File: src/rtl/mono_framebuffer_text_draw_defines.svh
// ----------------------------------------------------------------------------
// mono_framebuffer_text_draw_defines.svh
// Assertion macros for the framebuffer text draw block.
// ----------------------------------------------------------------------------
`ifndef MONO_FRAMEBUFFER_TEXT_DRAW_DEFINES_SVH
`define MONO_FRAMEBUFFER_TEXT_DRAW_DEFINES_SVH

// same-cycle implication, clocked on clk, off during rst
`define MFBTD_ASSERT_NOW(label, ante, cons, msg) \
  label: assert property (@(posedge clk) disable iff (rst) (ante) |-> (cons)) \
    else $error(msg);

// next-cycle implication, clocked on clk, off during rst
`define MFBTD_ASSERT_NEXT(label, ante, cons, msg) \
  label: assert property (@(posedge clk) disable iff (rst) (ante) |=> (cons)) \
    else $error(msg);

`endif

File: src/rtl/mfbtd_pkg.sv
// ----------------------------------------------------------------------------
// mfbtd_pkg
// Types, codes and the 5x7 font shared by the framebuffer text draw block.
// ----------------------------------------------------------------------------
`default_nettype none

package mfbtd_pkg;

  typedef enum logic [2:0] {
    OP_PIXEL  = 3'd0,
    OP_CURSOR = 3'd1,
    OP_CHAR   = 3'd2,
    OP_CLEAR  = 3'd3,
    OP_FILL   = 3'd4,
    OP_READ   = 3'd5
  } op_t;

  typedef struct packed {
    logic [2:0] operation;
    logic [7:0] pos_x;
    logic [7:0] pos_y;
    logic       pixel_color;
    logic [7:0] char_code;
    logic [9:0] byte_index;
  } in_item_t;

  typedef struct packed {
    logic [7:0] read_data;
    logic [7:0] cursor_col;
    logic [7:0] cursor_row;
  } out_item_t;

  typedef enum logic [2:0] {
    ST_INIT,
    ST_IDLE,
    ST_SWEEP,
    ST_STEP_RD,
    ST_STEP_WR,
    ST_READ,
    ST_DONE
  } state_t;

  typedef struct packed {
    logic latch;
    logic sweep_wr;
    logic sweep_fill;
    logic step_rd;
    logic step_wr;
    logic step_next;
    logic read_rd;
    logic finish;
  } ctrl_cmd_t;

  typedef struct packed {
    logic [2:0] op;
    logic       step_valid;
    logic       step_last;
    logic       sweep_last;
  } dp_status_t;

  localparam logic [7:0] CURSOR_ADVANCE = 8'd6;
  localparam logic [7:0] BYTE_SET       = 8'hFF;
  localparam logic [7:0] BYTE_CLEAR     = 8'h00;
  localparam int         GLYPH_COLS     = 5;
  localparam int         GLYPH_ROWS     = 7;

  // first column in the top byte; unknown codes are blank
  function automatic logic [39:0] glyph_bits(input logic [7:0] code);
    logic [39:0] bits;
    case (code)
      8'h41:   bits = {8'h7E, 8'h11, 8'h11, 8'h11, 8'h7E};
      8'h43:   bits = {8'h3E, 8'h41, 8'h41, 8'h41, 8'h22};
      8'h44:   bits = {8'h7F, 8'h41, 8'h41, 8'h22, 8'h1C};
      8'h56:   bits = {8'h1F, 8'h20, 8'h40, 8'h20, 8'h1F};
      8'h6D:   bits = {8'h7C, 8'h04, 8'h18, 8'h04, 8'h78};
      8'h3A:   bits = {8'h00, 8'h36, 8'h36, 8'h00, 8'h00};
      8'h30:   bits = {8'h3E, 8'h51, 8'h49, 8'h45, 8'h3E};
      8'h31:   bits = {8'h00, 8'h42, 8'h7F, 8'h40, 8'h00};
      8'h32:   bits = {8'h42, 8'h61, 8'h51, 8'h49, 8'h46};
      8'h33:   bits = {8'h21, 8'h41, 8'h45, 8'h4B, 8'h31};
      8'h34:   bits = {8'h18, 8'h14, 8'h12, 8'h7F, 8'h10};
      8'h35:   bits = {8'h27, 8'h45, 8'h45, 8'h45, 8'h39};
      8'h36:   bits = {8'h3C, 8'h4A, 8'h49, 8'h49, 8'h30};
      8'h37:   bits = {8'h01, 8'h71, 8'h09, 8'h05, 8'h03};
      8'h38:   bits = {8'h36, 8'h49, 8'h49, 8'h49, 8'h36};
      8'h39:   bits = {8'h06, 8'h49, 8'h49, 8'h29, 8'h1E};
      8'h45:   bits = {8'h7F, 8'h49, 8'h49, 8'h49, 8'h41};
      8'h4D:   bits = {8'h7F, 8'h02, 8'h0C, 8'h02, 8'h7F};
      8'h4F:   bits = {8'h3E, 8'h41, 8'h41, 8'h41, 8'h3E};
      8'h50:   bits = {8'h7F, 8'h09, 8'h09, 8'h09, 8'h06};
      8'h52:   bits = {8'h7F, 8'h09, 8'h19, 8'h29, 8'h46};
      8'h53:   bits = {8'h46, 8'h49, 8'h49, 8'h49, 8'h31};
      8'h54:   bits = {8'h01, 8'h01, 8'h7F, 8'h01, 8'h01};
      default: bits = '0;
    endcase
    return bits;
  endfunction

endpackage

`default_nettype wire

File: src/rtl/mfbtd_ctrl.sv
// ----------------------------------------------------------------------------
// mfbtd_ctrl
// Sequencer: init sweep, item dispatch, read-modify-write steps, result hand-off.
// ----------------------------------------------------------------------------
`default_nettype none

module mfbtd_ctrl (
  input  wire logic                   clk,
  input  wire logic                   rst,
  input  wire logic                   item_valid,
  input  wire logic [2:0]             item_op,
  output logic                        item_stall,
  output logic                        result_valid,
  input  wire logic                   result_stall,
  output mfbtd_pkg::ctrl_cmd_t        cmd,
  input  wire mfbtd_pkg::dp_status_t  status
);

  import mfbtd_pkg::*;

  state_t state;
  state_t state_next;
  logic   out_free;

  assign item_stall = (state != ST_IDLE);
  assign out_free   = !result_valid || !result_stall;

  always_ff @(posedge clk) begin
    if (rst) begin
      state        <= ST_INIT;
      result_valid <= 1'b0;
    end else begin
      state <= state_next;
      if (cmd.finish) begin
        result_valid <= 1'b1;
      end else if (!result_stall) begin
        result_valid <= 1'b0;
      end
    end
  end

  always_comb begin
    state_next = state;
    case (state)
      ST_INIT: begin
        if (status.sweep_last) state_next = ST_IDLE;
      end
      ST_IDLE: begin
        if (item_valid) begin
          case (item_op)
            OP_PIXEL, OP_CHAR: state_next = ST_STEP_RD;
            OP_CLEAR, OP_FILL: state_next = ST_SWEEP;
            OP_READ:           state_next = ST_READ;
            default:           state_next = ST_DONE;
          endcase
        end
      end
      ST_SWEEP: begin
        if (status.sweep_last) state_next = ST_DONE;
      end
      ST_STEP_RD: begin
        if (status.step_valid) state_next = ST_STEP_WR;
        else if (status.step_last) state_next = ST_DONE;
      end
      ST_STEP_WR: begin
        state_next = status.step_last ? ST_DONE : ST_STEP_RD;
      end
      ST_READ: state_next = ST_DONE;
      ST_DONE: begin
        if (out_free) state_next = ST_IDLE;
      end
      default: state_next = ST_INIT;
    endcase
  end

  always_comb begin
    cmd = '0;
    case (state)
      ST_INIT: cmd.sweep_wr = 1'b1;
      ST_IDLE: cmd.latch = item_valid;
      ST_SWEEP: begin
        cmd.sweep_wr   = 1'b1;
        cmd.sweep_fill = (status.op == OP_FILL);
      end
      ST_STEP_RD: begin
        cmd.step_rd   = status.step_valid;
        cmd.step_next = !status.step_valid && !status.step_last;
      end
      ST_STEP_WR: begin
        cmd.step_wr   = 1'b1;
        cmd.step_next = !status.step_last;
      end
      ST_READ: cmd.read_rd = 1'b1;
      ST_DONE: cmd.finish = out_free;
      default: cmd = '0;
    endcase
  end

endmodule

`default_nettype wire

File: config.mk
export PLATFORM = sky130hd
export DESIGN_NAME = mfbtd_ctrl
export DESIGN_NICKNAME = d
export VERILOG_FILES = /design/src/rtl/mono_framebuffer_text_draw_defines.svh /design/src/rtl/mfbtd_pkg.sv /design/src/rtl/mfbtd_ctrl.sv
export SDC_FILE = /design/constraint.sdc
export NUM_CORES = 1
export LEC_CHECK = 0
export BUFFER_PORTS_ARGS = -buffer_cell sky130_fd_sc_hd__buf_4
export CELL_PAD_IN_SITES_DETAIL_PLACEMENT = 1
export CELL_PAD_IN_SITES_GLOBAL_PLACEMENT = 1
export CORE_AREA = 10 10 48 50
export CTS_CLUSTER_DIAMETER = 100
export DETAILED_ROUTE_END_ITERATION = 6
export DIE_AREA = 0 0 58 60
export GPL_TIMING_DRIVEN = 0
export PLACE_DENSITY_LB_ADDON = 0.1
export RECOVER_POWER = 100
export SKIP_CTS_REPAIR_TIMING = 1
export SKIP_LAST_GASP = 1
export SLEW_MARGIN = 10
export SYNTH_ARGS = -nofsm -noshare
export SYNTH_HDL_FRONTEND = slang
export SYNTH_SLANG_ARGS = --single-unit
File: constraint.sdc
create_clock -name clk -period 2.3 [get_ports clk]
set_input_delay 0.575 -clock clk [delete_from_list [all_inputs] [get_ports clk]]
set_output_delay 0.575 -clock clk [all_outputs]
set_load 0.01 [all_outputs]
==> impl_metrics.toml, run 1 <==
[run_status]
status = "finished clean"

[synth]
synth.top_cells.by_area = "dfxtp_1, nor2_1, o21ai_4"
syn_avg_cell_area_um2 = 7.851
ys_ff_latch = 4
synth_seq_area_share_pct = 20.00
ys_warn_count = 0
yosysUniqueCellTypes = 27
synth_nets = 64
async_flop_share_pct = 0
synth_ff_type = "dfxtp_1"
ys_top_cells_by_count = "nor2_1, a21oi_1, dfxtp_1"
synthCells = 51
synth-edff-count = 0
syn_area_um2 = 400.4
synth_most_common_cell = "nor2_1"
synth_top_area_cell = "dfxtp_1"
synth_top_area_share_pct = 20.00

[floorplan]
die_h_um = 60
die_x_um = 58
placementRows = 14
fp.coreArea_um2 = 1436
initial_core_util_pct = 27.87
io_pins = 23
dieArea_um2 = 3480

[sta]
timing.final.crit_share_pct = 88.42
finalClockSkew_ns = 0.0001286
hold_ws_ns = 0.5071
setup_tns_ns = 0
drv_slew = 0
period_minus_slack_ns = 2.034
relSlewSlack_pct = 75.53
finalSetupViolCount = 0
worst_pin_slew_ns = 0.3670
setup_ws_ns = 0.2663
max_freq_ghz = 0.4917
hold_viol_final = 0
rsz0062_at_grt = "false"

[place]
placed_cell_area_um2 = 585.6
portBuffers = 22
pre_cts_ws_ns = 0.5986
hpwl_mm = 1.049
gp_congestion = 0.6855

[setup_path]
cp-end-kind = "output port"
cp-endpoint = "cmd[5]"
setup.worst_path.start = "state[1]$_SDFFE_PP0P_"
cp.required_ns = 1.73
critical_path_class = "flop to output port"
r2r_cells = 5
startpoint_type = "flop"
rrSetupSlack_ns = 0.87
crit_arrival_ns = 1.46
reg2reg_from = "state[1]$_SDFFE_PP0P_"
critPathMaxFanout = 10
r2r-end = "state[1]$_SDFFE_PP0P_"

[power]
switching_share_pct = 45.07
power.density_nw_per_um2 = 1031
seqPwrFrac_pct = 18.7
p_sw_uw = 265.2
p_int_uw = 323.2
power.leakage_nw = 0.2474
total_power_uw = 588.3
ir_drop_uv = 410.1
p_clk_share_pct = 14.7
combPwrFrac_pct = 66.7

[clocking]
cts_buffer_depth = 2
cts_tree = "yes"
path_clk_slew_ns = 0.04
clock_sink_count = 4
htree_levels = 1
root_buffer = "clkbuf_4"
clk_latency_ns = 0.23
cts_buffers = 3

[layout]
insertedDiodeCount = 0
area_growth_pct = 42.50
nets = 91
layout-drive-gt1-share_pct = 32.89
design_area_um2 = 570.5

[min_path]
hold_class = "flop to flop"

[global_route]
grt_pass1_vias = 455
grt_max_degree = 11
grt_use_total_pct = 7.544
overflow = 0
antenna_found_initial = 0
grt_pass1_wl_mm = 2.104

[routing]
drcViolationCount = 0
drt-initial-drc-count = 3
num_vias = 454
avgRoutedWirePerCell_um = 14.11
drt_pass1_iterations = 4
routed_wl_mm = 1.298
ant_nets = 0
viasPerCell = 4.935

[flow_run]
cap_violations = 0
[flip-flops by register name (all words and copies together), names as in the netlist]
signal and count:
state 3, result_valid 1
[how the worst min path moves through the flow]
| stage | startpoint | endpoint | slack, ns | cells past startpoint |
|---|---|---|---|---|
| 2_1_floorplan | result_valid$_SDFFE_PP0P_ | result_valid$_SDFFE_PP0P_ | 0.52 | 2 |
| 4_1_cts | result_valid$_SDFFE_PP0P_ | result_valid$_SDFFE_PP0P_ | 0.51 | 2 |
| 3_5_place_dp | result_valid$_SDFFE_PP0P_ | result_valid$_SDFFE_PP0P_ | 0.51 | 2 |
| 5_1_grt | rst | state[1]$_SDFFE_PP0P_ | 0.52 | 2 |
| 3_3_place_gp | result_valid$_SDFFE_PP0P_ | result_valid$_SDFFE_PP0P_ | 0.51 | 2 |
| 6_report | result_valid$_SDFFE_PP0P_ | result_valid$_SDFFE_PP0P_ | 0.51 | 2 |
[cell families (layout without fill, tap and decap cells)]
kind of cell           after synthesis  in the layout  synth area share (%)
AO/OA/AOI/OAI                       15             15                 28.44
buffers and inverters                5             30                 7.813
flip-flops                           4              4                 20.00
multiplexers                         1              1                 2.500
AND/OR/NAND/NOR                     26             26                 41.25
[worst max-delay path: stages (launching register included)]
cell	delay, ns
dfxtp_1	0.32
clkbuf_2	0.21
nor2b_1	0.31
and4_1	0.23
clkbuf_1	0.15
[cells in the final DEF, fill, tap and decap left out, drive strengths merged]
cell type,n
nor2b,2
a311oi,1
and3,2
nor2,11
a31oi,1
and4,2
o211ai,1
nand2,3
nor3b,1
nand3b,2
mux2i,1
inv,2
nand4b,1
clkbuf,12
and2b,1
o21ai,6
a21oi,4
or2b,1
a41oi,1
buf,16
dfxtp,4
o211a,1
[power groups by stage]
stage | Sequential (mW) | Combinational, mW | Clock [mW]
finish | 0.110 | 0.392 | 0.0863
floorplan | 0.109 | 0.297 | 0
CTS | 0.110 | 0.442 | 0.0900
global placement | 0.111 | 0.439 | 0
global route | 0.113 | 0.431 | 0.0965
detailed placement | 0.111 | 0.439 | 0
[cell type report]
class | count | area [um2]
multi-input combinational | 42 | 281.5
timing repair buffer | 22 | 138.9
inverter | 2 | 7.507
buffer | 3 | 20.02
fill | 195 | 865.8
tap | 16 | 20.02
sequential | 4 | 80.08
clock buffer | 3 | 22.52
[metal layers]
metal / GRT usage (%) / share of wire (%) / up-vias
met3: 3.178 / 9.2 / 2
met2: 10.74 / 45 / 19
met1: 8.962 / 46 / 201
met4: 5.034 / 0.62 / 0
li1: - / - / 232
met5: 0 / 0 / -
[metrics by stage]
stage / util [%] / instances
CTS: 42.33 / 92
finish: 39.72 / 92
floorplan: - / 51
detailed placement: 40.77 / 89
global route: 39.72 / 92
global placement: 40.77 / 89
Power figures use the tool's default switching activity.
==> inputs of run 2 (changes only) <==
--- a/config.mk
+++ b/config.mk
@@ -8,10 +8,10 @@
 export BUFFER_PORTS_ARGS = -buffer_cell sky130_fd_sc_hd__buf_4
 export CELL_PAD_IN_SITES_DETAIL_PLACEMENT = 1
 export CELL_PAD_IN_SITES_GLOBAL_PLACEMENT = 1
-export CORE_AREA = 10 10 48 50
+export CORE_AREA = 3 3 41 43
 export CTS_CLUSTER_DIAMETER = 100
 export DETAILED_ROUTE_END_ITERATION = 6
-export DIE_AREA = 0 0 58 60
+export DIE_AREA = 0 0 44 46
 export GPL_TIMING_DRIVEN = 0
 export PLACE_DENSITY_LB_ADDON = 0.1
 export RECOVER_POWER = 100
==> run 2 against run 1 <==
Effect of this change:
- via count increased by 1.8%
- sequential share of layout area increased by 0.16 points
- clock-buffer cell count unchanged
- routed wire length decreased by 10%
- critical endpoint is now cmd[2]
- final cell count decreased by 1.1%
- critical path type unchanged
- sequential cell count unchanged
==> impl_metrics.toml, run 2 (synthesis gave the netlist of run 1 again) <==
[run_status]
status = "finished clean"

[clocking]
cts_buffers = 3
htree_levels = 1
clk_latency_ns = 0.23
cts_buffer_depth = 2
clock_sink_count = 4
root_buffer = "clkbuf_4"
path_clk_slew_ns = 0.04
cts_tree = "yes"

[power]
p_int_uw = 321.7
p_sw_uw = 257.5
ir_drop_uv = 496.7
power.leakage_nw = 0.2397
combPwrFrac_pct = 66.5
switching_share_pct = 44.46
seqPwrFrac_pct = 19.0
p_clk_share_pct = 14.5
power.density_nw_per_um2 = 1026

[setup_path]
crit_slowest_cell = "dfxtp_1"
critical_path_class = "flop to output port"
path_delay_family = "simple AND/OR/NAND/NOR gates"
slowest_delay_ns = 0.30
crit_arrival_ns = 1.43
startpoint_type = "flop"
critPathMaxFanout = 10
crit_top_cell = "nor2_1"
cp_cell_sequence = "buf_4, or2b_1, nor2_1, a31oi_1, nor2_1, clkbuf_1"
crit_buf_inv = 2
cp.required_ns = 1.73
rrSetupSlack_ns = 0.95
cp-end-kind = "output port"

[global_route]
antenna_found_initial = 0
grt_pass1_vias = 441
overflow = 0
grt_max_degree = 11
grt_use_total_pct = 12.79
grt_pass1_wl_mm = 1.883

[floorplan]
fp.coreArea_um2 = 1334
initial_core_util_pct = 30.02
die_h_um = 46
placementRows = 13
io_pins = 23
dieArea_um2 = 2024
die_x_um = 44

[layout]
design_area_um2 = 564.3
regMostFlops = "state"
largest_reg_flops = 3
layout_commonest_cell = "buf_4"
nets = 91
area_growth_pct = 40.94
layout-drive-gt1-share_pct = 30.26
reg_top3 = "state: 3 flops, result_valid: 1 flops"
insertedDiodeCount = 0
final_cell_mix = "buf_4, nor2_1, clkbuf_1, a21oi_1, dfxtp_1"

[routing]
drcViolationCount = 0
drt_pass1_iterations = 3
ant_nets = 0
viasPerCell = 5.077
wl_met3_um = 138
avgRoutedWirePerCell_um = 12.78
routed_wl_mm = 1.163
wl_met2_um = 474
num_vias = 462
drt-initial-drc-count = 7
wl_met1_um = 550
dr.max_layer_used = "met3"

[sta]
hold_viol_final = 0
relSlewSlack_pct = 75.89
timing.final.crit_share_pct = 87.14
finalClockSkew_ns = 0.004636
rsz0062_at_grt = "false"
max_freq_ghz = 0.4990
worst_pin_slew_ns = 0.3617
drv_slew = 0
finalSetupViolCount = 0
setup_tns_ns = 0
period_minus_slack_ns = 2.004

[place]
gp_congestion = 0.7849
placed_cell_area_um2 = 584.3
portBuffers = 22
hpwl_um = 939

[min_path]
hold_class = "flop to flop"

[flow_run]
cap_violations = 0
==> run 2: changes by cell type in the layout (fill, tap and decap cells not counted) <==
cell      previous run  this run
clkbuf_1             8        10
buf_4               15        14
clkbuf_2             1         0
==> run 2: final cells by class <==
cell class	instances	area, um2
well taps	15	18.77
fillers	182	769.5
plain buffers	3	22.52
multi-input cells	42	281.5
flip-flops and latches	4	80.08
inverters	2	7.507
clock buffers	3	22.52
repair buffers	22	131.4
==> run 2: metal layers <==
metal  vias to the layer above  global-route usage [%]
met5                         -                       0
met4                         0                   1.807
met3                         0                   7.510
met2                        24                   18.60
met1                       204                   16.51
li1                        234                       -
==> run 2: worst paths after layout <==
path,from,endpoint,cells after the start
setup / recovery,state[1]$_SDFFE_PP0P_,cmd[2],6
hold / removal,result_valid$_SDFFE_PP0P_,result_valid$_SDFFE_PP0P_,2
setup reg to reg,state[1]$_SDFFE_PP0P_,state[1]$_SDFFE_PP0P_,5
hold reg to reg,result_valid$_SDFFE_PP0P_,result_valid$_SDFFE_PP0P_,2
==> run 2: metrics by stage <==
stage | worst slack (ns) | hold slack (ns) | utilization [%] | std cells | power, mW
after floorplan | 0.6070 | 0.5175 | - | 51 | 0.4059
after global placement | 0.6019 | 0.5024 | 43.81 | 88 | 0.5449
after detailed placement | 0.5793 | 0.5109 | 43.81 | 88 | 0.5469
after CTS | 0.3254 | 0.5155 | 45.50 | 91 | 0.6371
after global routing | 0.1865 | 0.5213 | 42.31 | 91 | 0.6389
final | 0.2958 | 0.5103 | 42.31 | 91 | 0.5791
==> run 2: worst register-to-register path, delay by kind of cell, from the launching register on <==
family	cells	cell delay [ns]
AO/OA/AOI/OAI	3	0.49
buffers and inverters	1	0.16
flip-flops	1	0.32
AND/OR/NAND/NOR	1	0.29
==> run 2: power groups by stage <==
stage          logic, mW  registers (mW)  clock network (mW)
3_5_place_dp       0.435           0.112                   0
3_3_place_gp       0.434           0.111                   0
4_1_cts            0.437           0.111              0.0889
5_1_grt            0.429           0.113              0.0966
6_report           0.385           0.110              0.0840
2_1_floorplan      0.297           0.109                   0
==> inputs of run 3 (changes only) <==
--- a/config.mk
+++ b/config.mk
@@ -13,7 +13,7 @@
 export DETAILED_ROUTE_END_ITERATION = 6
 export DIE_AREA = 0 0 44 46
 export GPL_TIMING_DRIVEN = 0
-export PLACE_DENSITY_LB_ADDON = 0.1
+export PLACE_DENSITY = 0.79
 export RECOVER_POWER = 100
 export SKIP_CTS_REPAIR_TIMING = 1
 export SKIP_LAST_GASP = 1
==> run 3 against run 2 <==
Effect of this change:
- maximum frequency up 0.40%
- hold slack better by 0.0075 ns
- clock power up 8.8%
- critical path type unchanged
- largest power group unchanged
==> impl_metrics.toml, run 3 (synthesis gave the netlist of run 1 again) <==
[run_status]
status = "finished clean"

[setup_path]
critPathMaxFanout = 10
crit_arrival_ns = 1.42
startpoint_type = "flop"
crit_slowest_cell = "dfxtp_1"
rrSetupSlack_ns = 0.92
slowest_delay_ns = 0.32
cp_cell_sequence = "buf_4, nor2b_1, a31oi_1, nor2_1, clkbuf_1"
cp.required_ns = 1.73
cp-end-kind = "output port"
critical_path_class = "flop to output port"

[layout]
layout_commonest_cell = "buf_4"
design_area_um2 = 564.3
regArea_um2 = 80.08
insertedDiodeCount = 0
area_growth_pct = 40.94
nets = 91
instances_no_fill = 91
regMostFlops = "state"
final_core_utilization_pct = 42.31
reg_top3 = "state: 3 flops, result_valid: 1 flops"
multiInputGateArea_um2 = 281.5
filler_cell_count = 184
largest_reg_flops = 3
final_cell_mix = "buf_4, nor2_1, clkbuf_1, a21oi_1, dfxtp_1"
layout-drive-gt1-share_pct = 30.26

[sta]
rsz0062_at_grt = "false"
max_freq_ghz = 0.5009
hold_ws_ns = 0.5177
drv_slew = 0
relSlewSlack_pct = 73.13
worst_pin_slew_ns = 0.4030
setup_ws_ns = 0.3037
finalSetupViolCount = 0
period_minus_slack_ns = 1.996
setup_tns_ns = 0
hold_viol_final = 0
finalClockSkew_ns = 0.01050
timing.final.crit_share_pct = 86.80

[clocking]
cts_buffer_depth = 2
cts_buffers = 3
clk_latency_ns = 0.25
clock_sink_count = 4
htree_levels = 1
path_clk_slew_ns = 0.04
cts_tree = "yes"
root_buffer = "clkbuf_4"

[routing]
ant_nets = 0
num_vias = 465
drt_pass1_iterations = 4
viasPerCell = 5.110
avgRoutedWirePerCell_um = 12.89
drt-initial-drc-count = 5
drcViolationCount = 0
routed_wl_mm = 1.173

[floorplan]
io_pins = 23
fp.coreArea_um2 = 1334
die_x_um = 44
placementRows = 13
die_h_um = 46
initial_core_util_pct = 30.02
dieArea_um2 = 2024

[power]
switching_share_pct = 45.08
p_sw_uw = 264.3
p_clk_share_pct = 15.6
p_int_uw = 322.0
power.leakage_nw = 0.2397
total_power_uw = 586.3
seqPwrFrac_pct = 18.9
combPwrFrac_pct = 65.5
power.density_nw_per_um2 = 1039
ir_drop_uv = 386.9

[place]
hpwl_um = 918.8
portBuffers = 22
dp.cells = 88
placed_cell_area_um2 = 584.3
gp_congestion = 0.7768
pre_cts_ws_ns = 0.5993

[global_route]
antenna_found_initial = 0
overflow = 0
grt_pass1_wl_mm = 1.883
grt_pass1_vias = 446
grt_use_total_pct = 13.02
grt_max_degree = 11

[min_path]
hold_class = "input pin to flop"

[flow_run]
cap_violations = 0
run 3: cell counts in the layout (fill, tap and decap cells not counted):
No cell type changed its count.
run 3: cell type report:
class | instances | share of cell area (%)
Inverter | 2 | 1.330
Buffer | 3 | 3.991
Multi-Input combinational cell | 42 | 49.89
Clock buffer | 3 | 3.991
Tap cell | 15 | 3.326
Sequential cell | 4 | 14.19
Timing Repair Buffer | 22 | 23.28
run 3: routing by layer:
metal	wire [um]	global-route usage, %	vias up
met5	0	0	-
met4	21	9.036	0
met3	92	2.372	2
met2	519	20.64	21
met1	539	15.78	207
li1	-	-	235
run 3: worst max-delay path, delay by kind of cell, from the launching register on:
family	cells	cell delay (ns)
AOI/OAI and AO/OA	1	0.13
and+or+nand+nor	2	0.40
buffers and inverters	2	0.32
DFF	1	0.32
run 3: power by group through the flow:
stage	Sequential (mW)	Clock, mW	Combinational (mW)
5_1_grt	0.114	0.105	0.420
2_1_floorplan	0.109	0	0.297
3_5_place_dp	0.112	0	0.432
6_report	0.111	0.0914	0.384
4_1_cts	0.111	0.0970	0.433
3_3_place_gp	0.111	0	0.429
run 3: worst paths after layout:
check | start | endpoint | cells after the start
setup / recovery | state[1]$_SDFFE_PP0P_ | cmd[2] | 5
hold / removal | rst | state[1]$_SDFFE_PP0P_ | 2
setup reg to reg | state[1]$_SDFFE_PP0P_ | state[1]$_SDFFE_PP0P_ | 5
hold reg to reg | result_valid$_SDFFE_PP0P_ | result_valid$_SDFFE_PP0P_ | 2
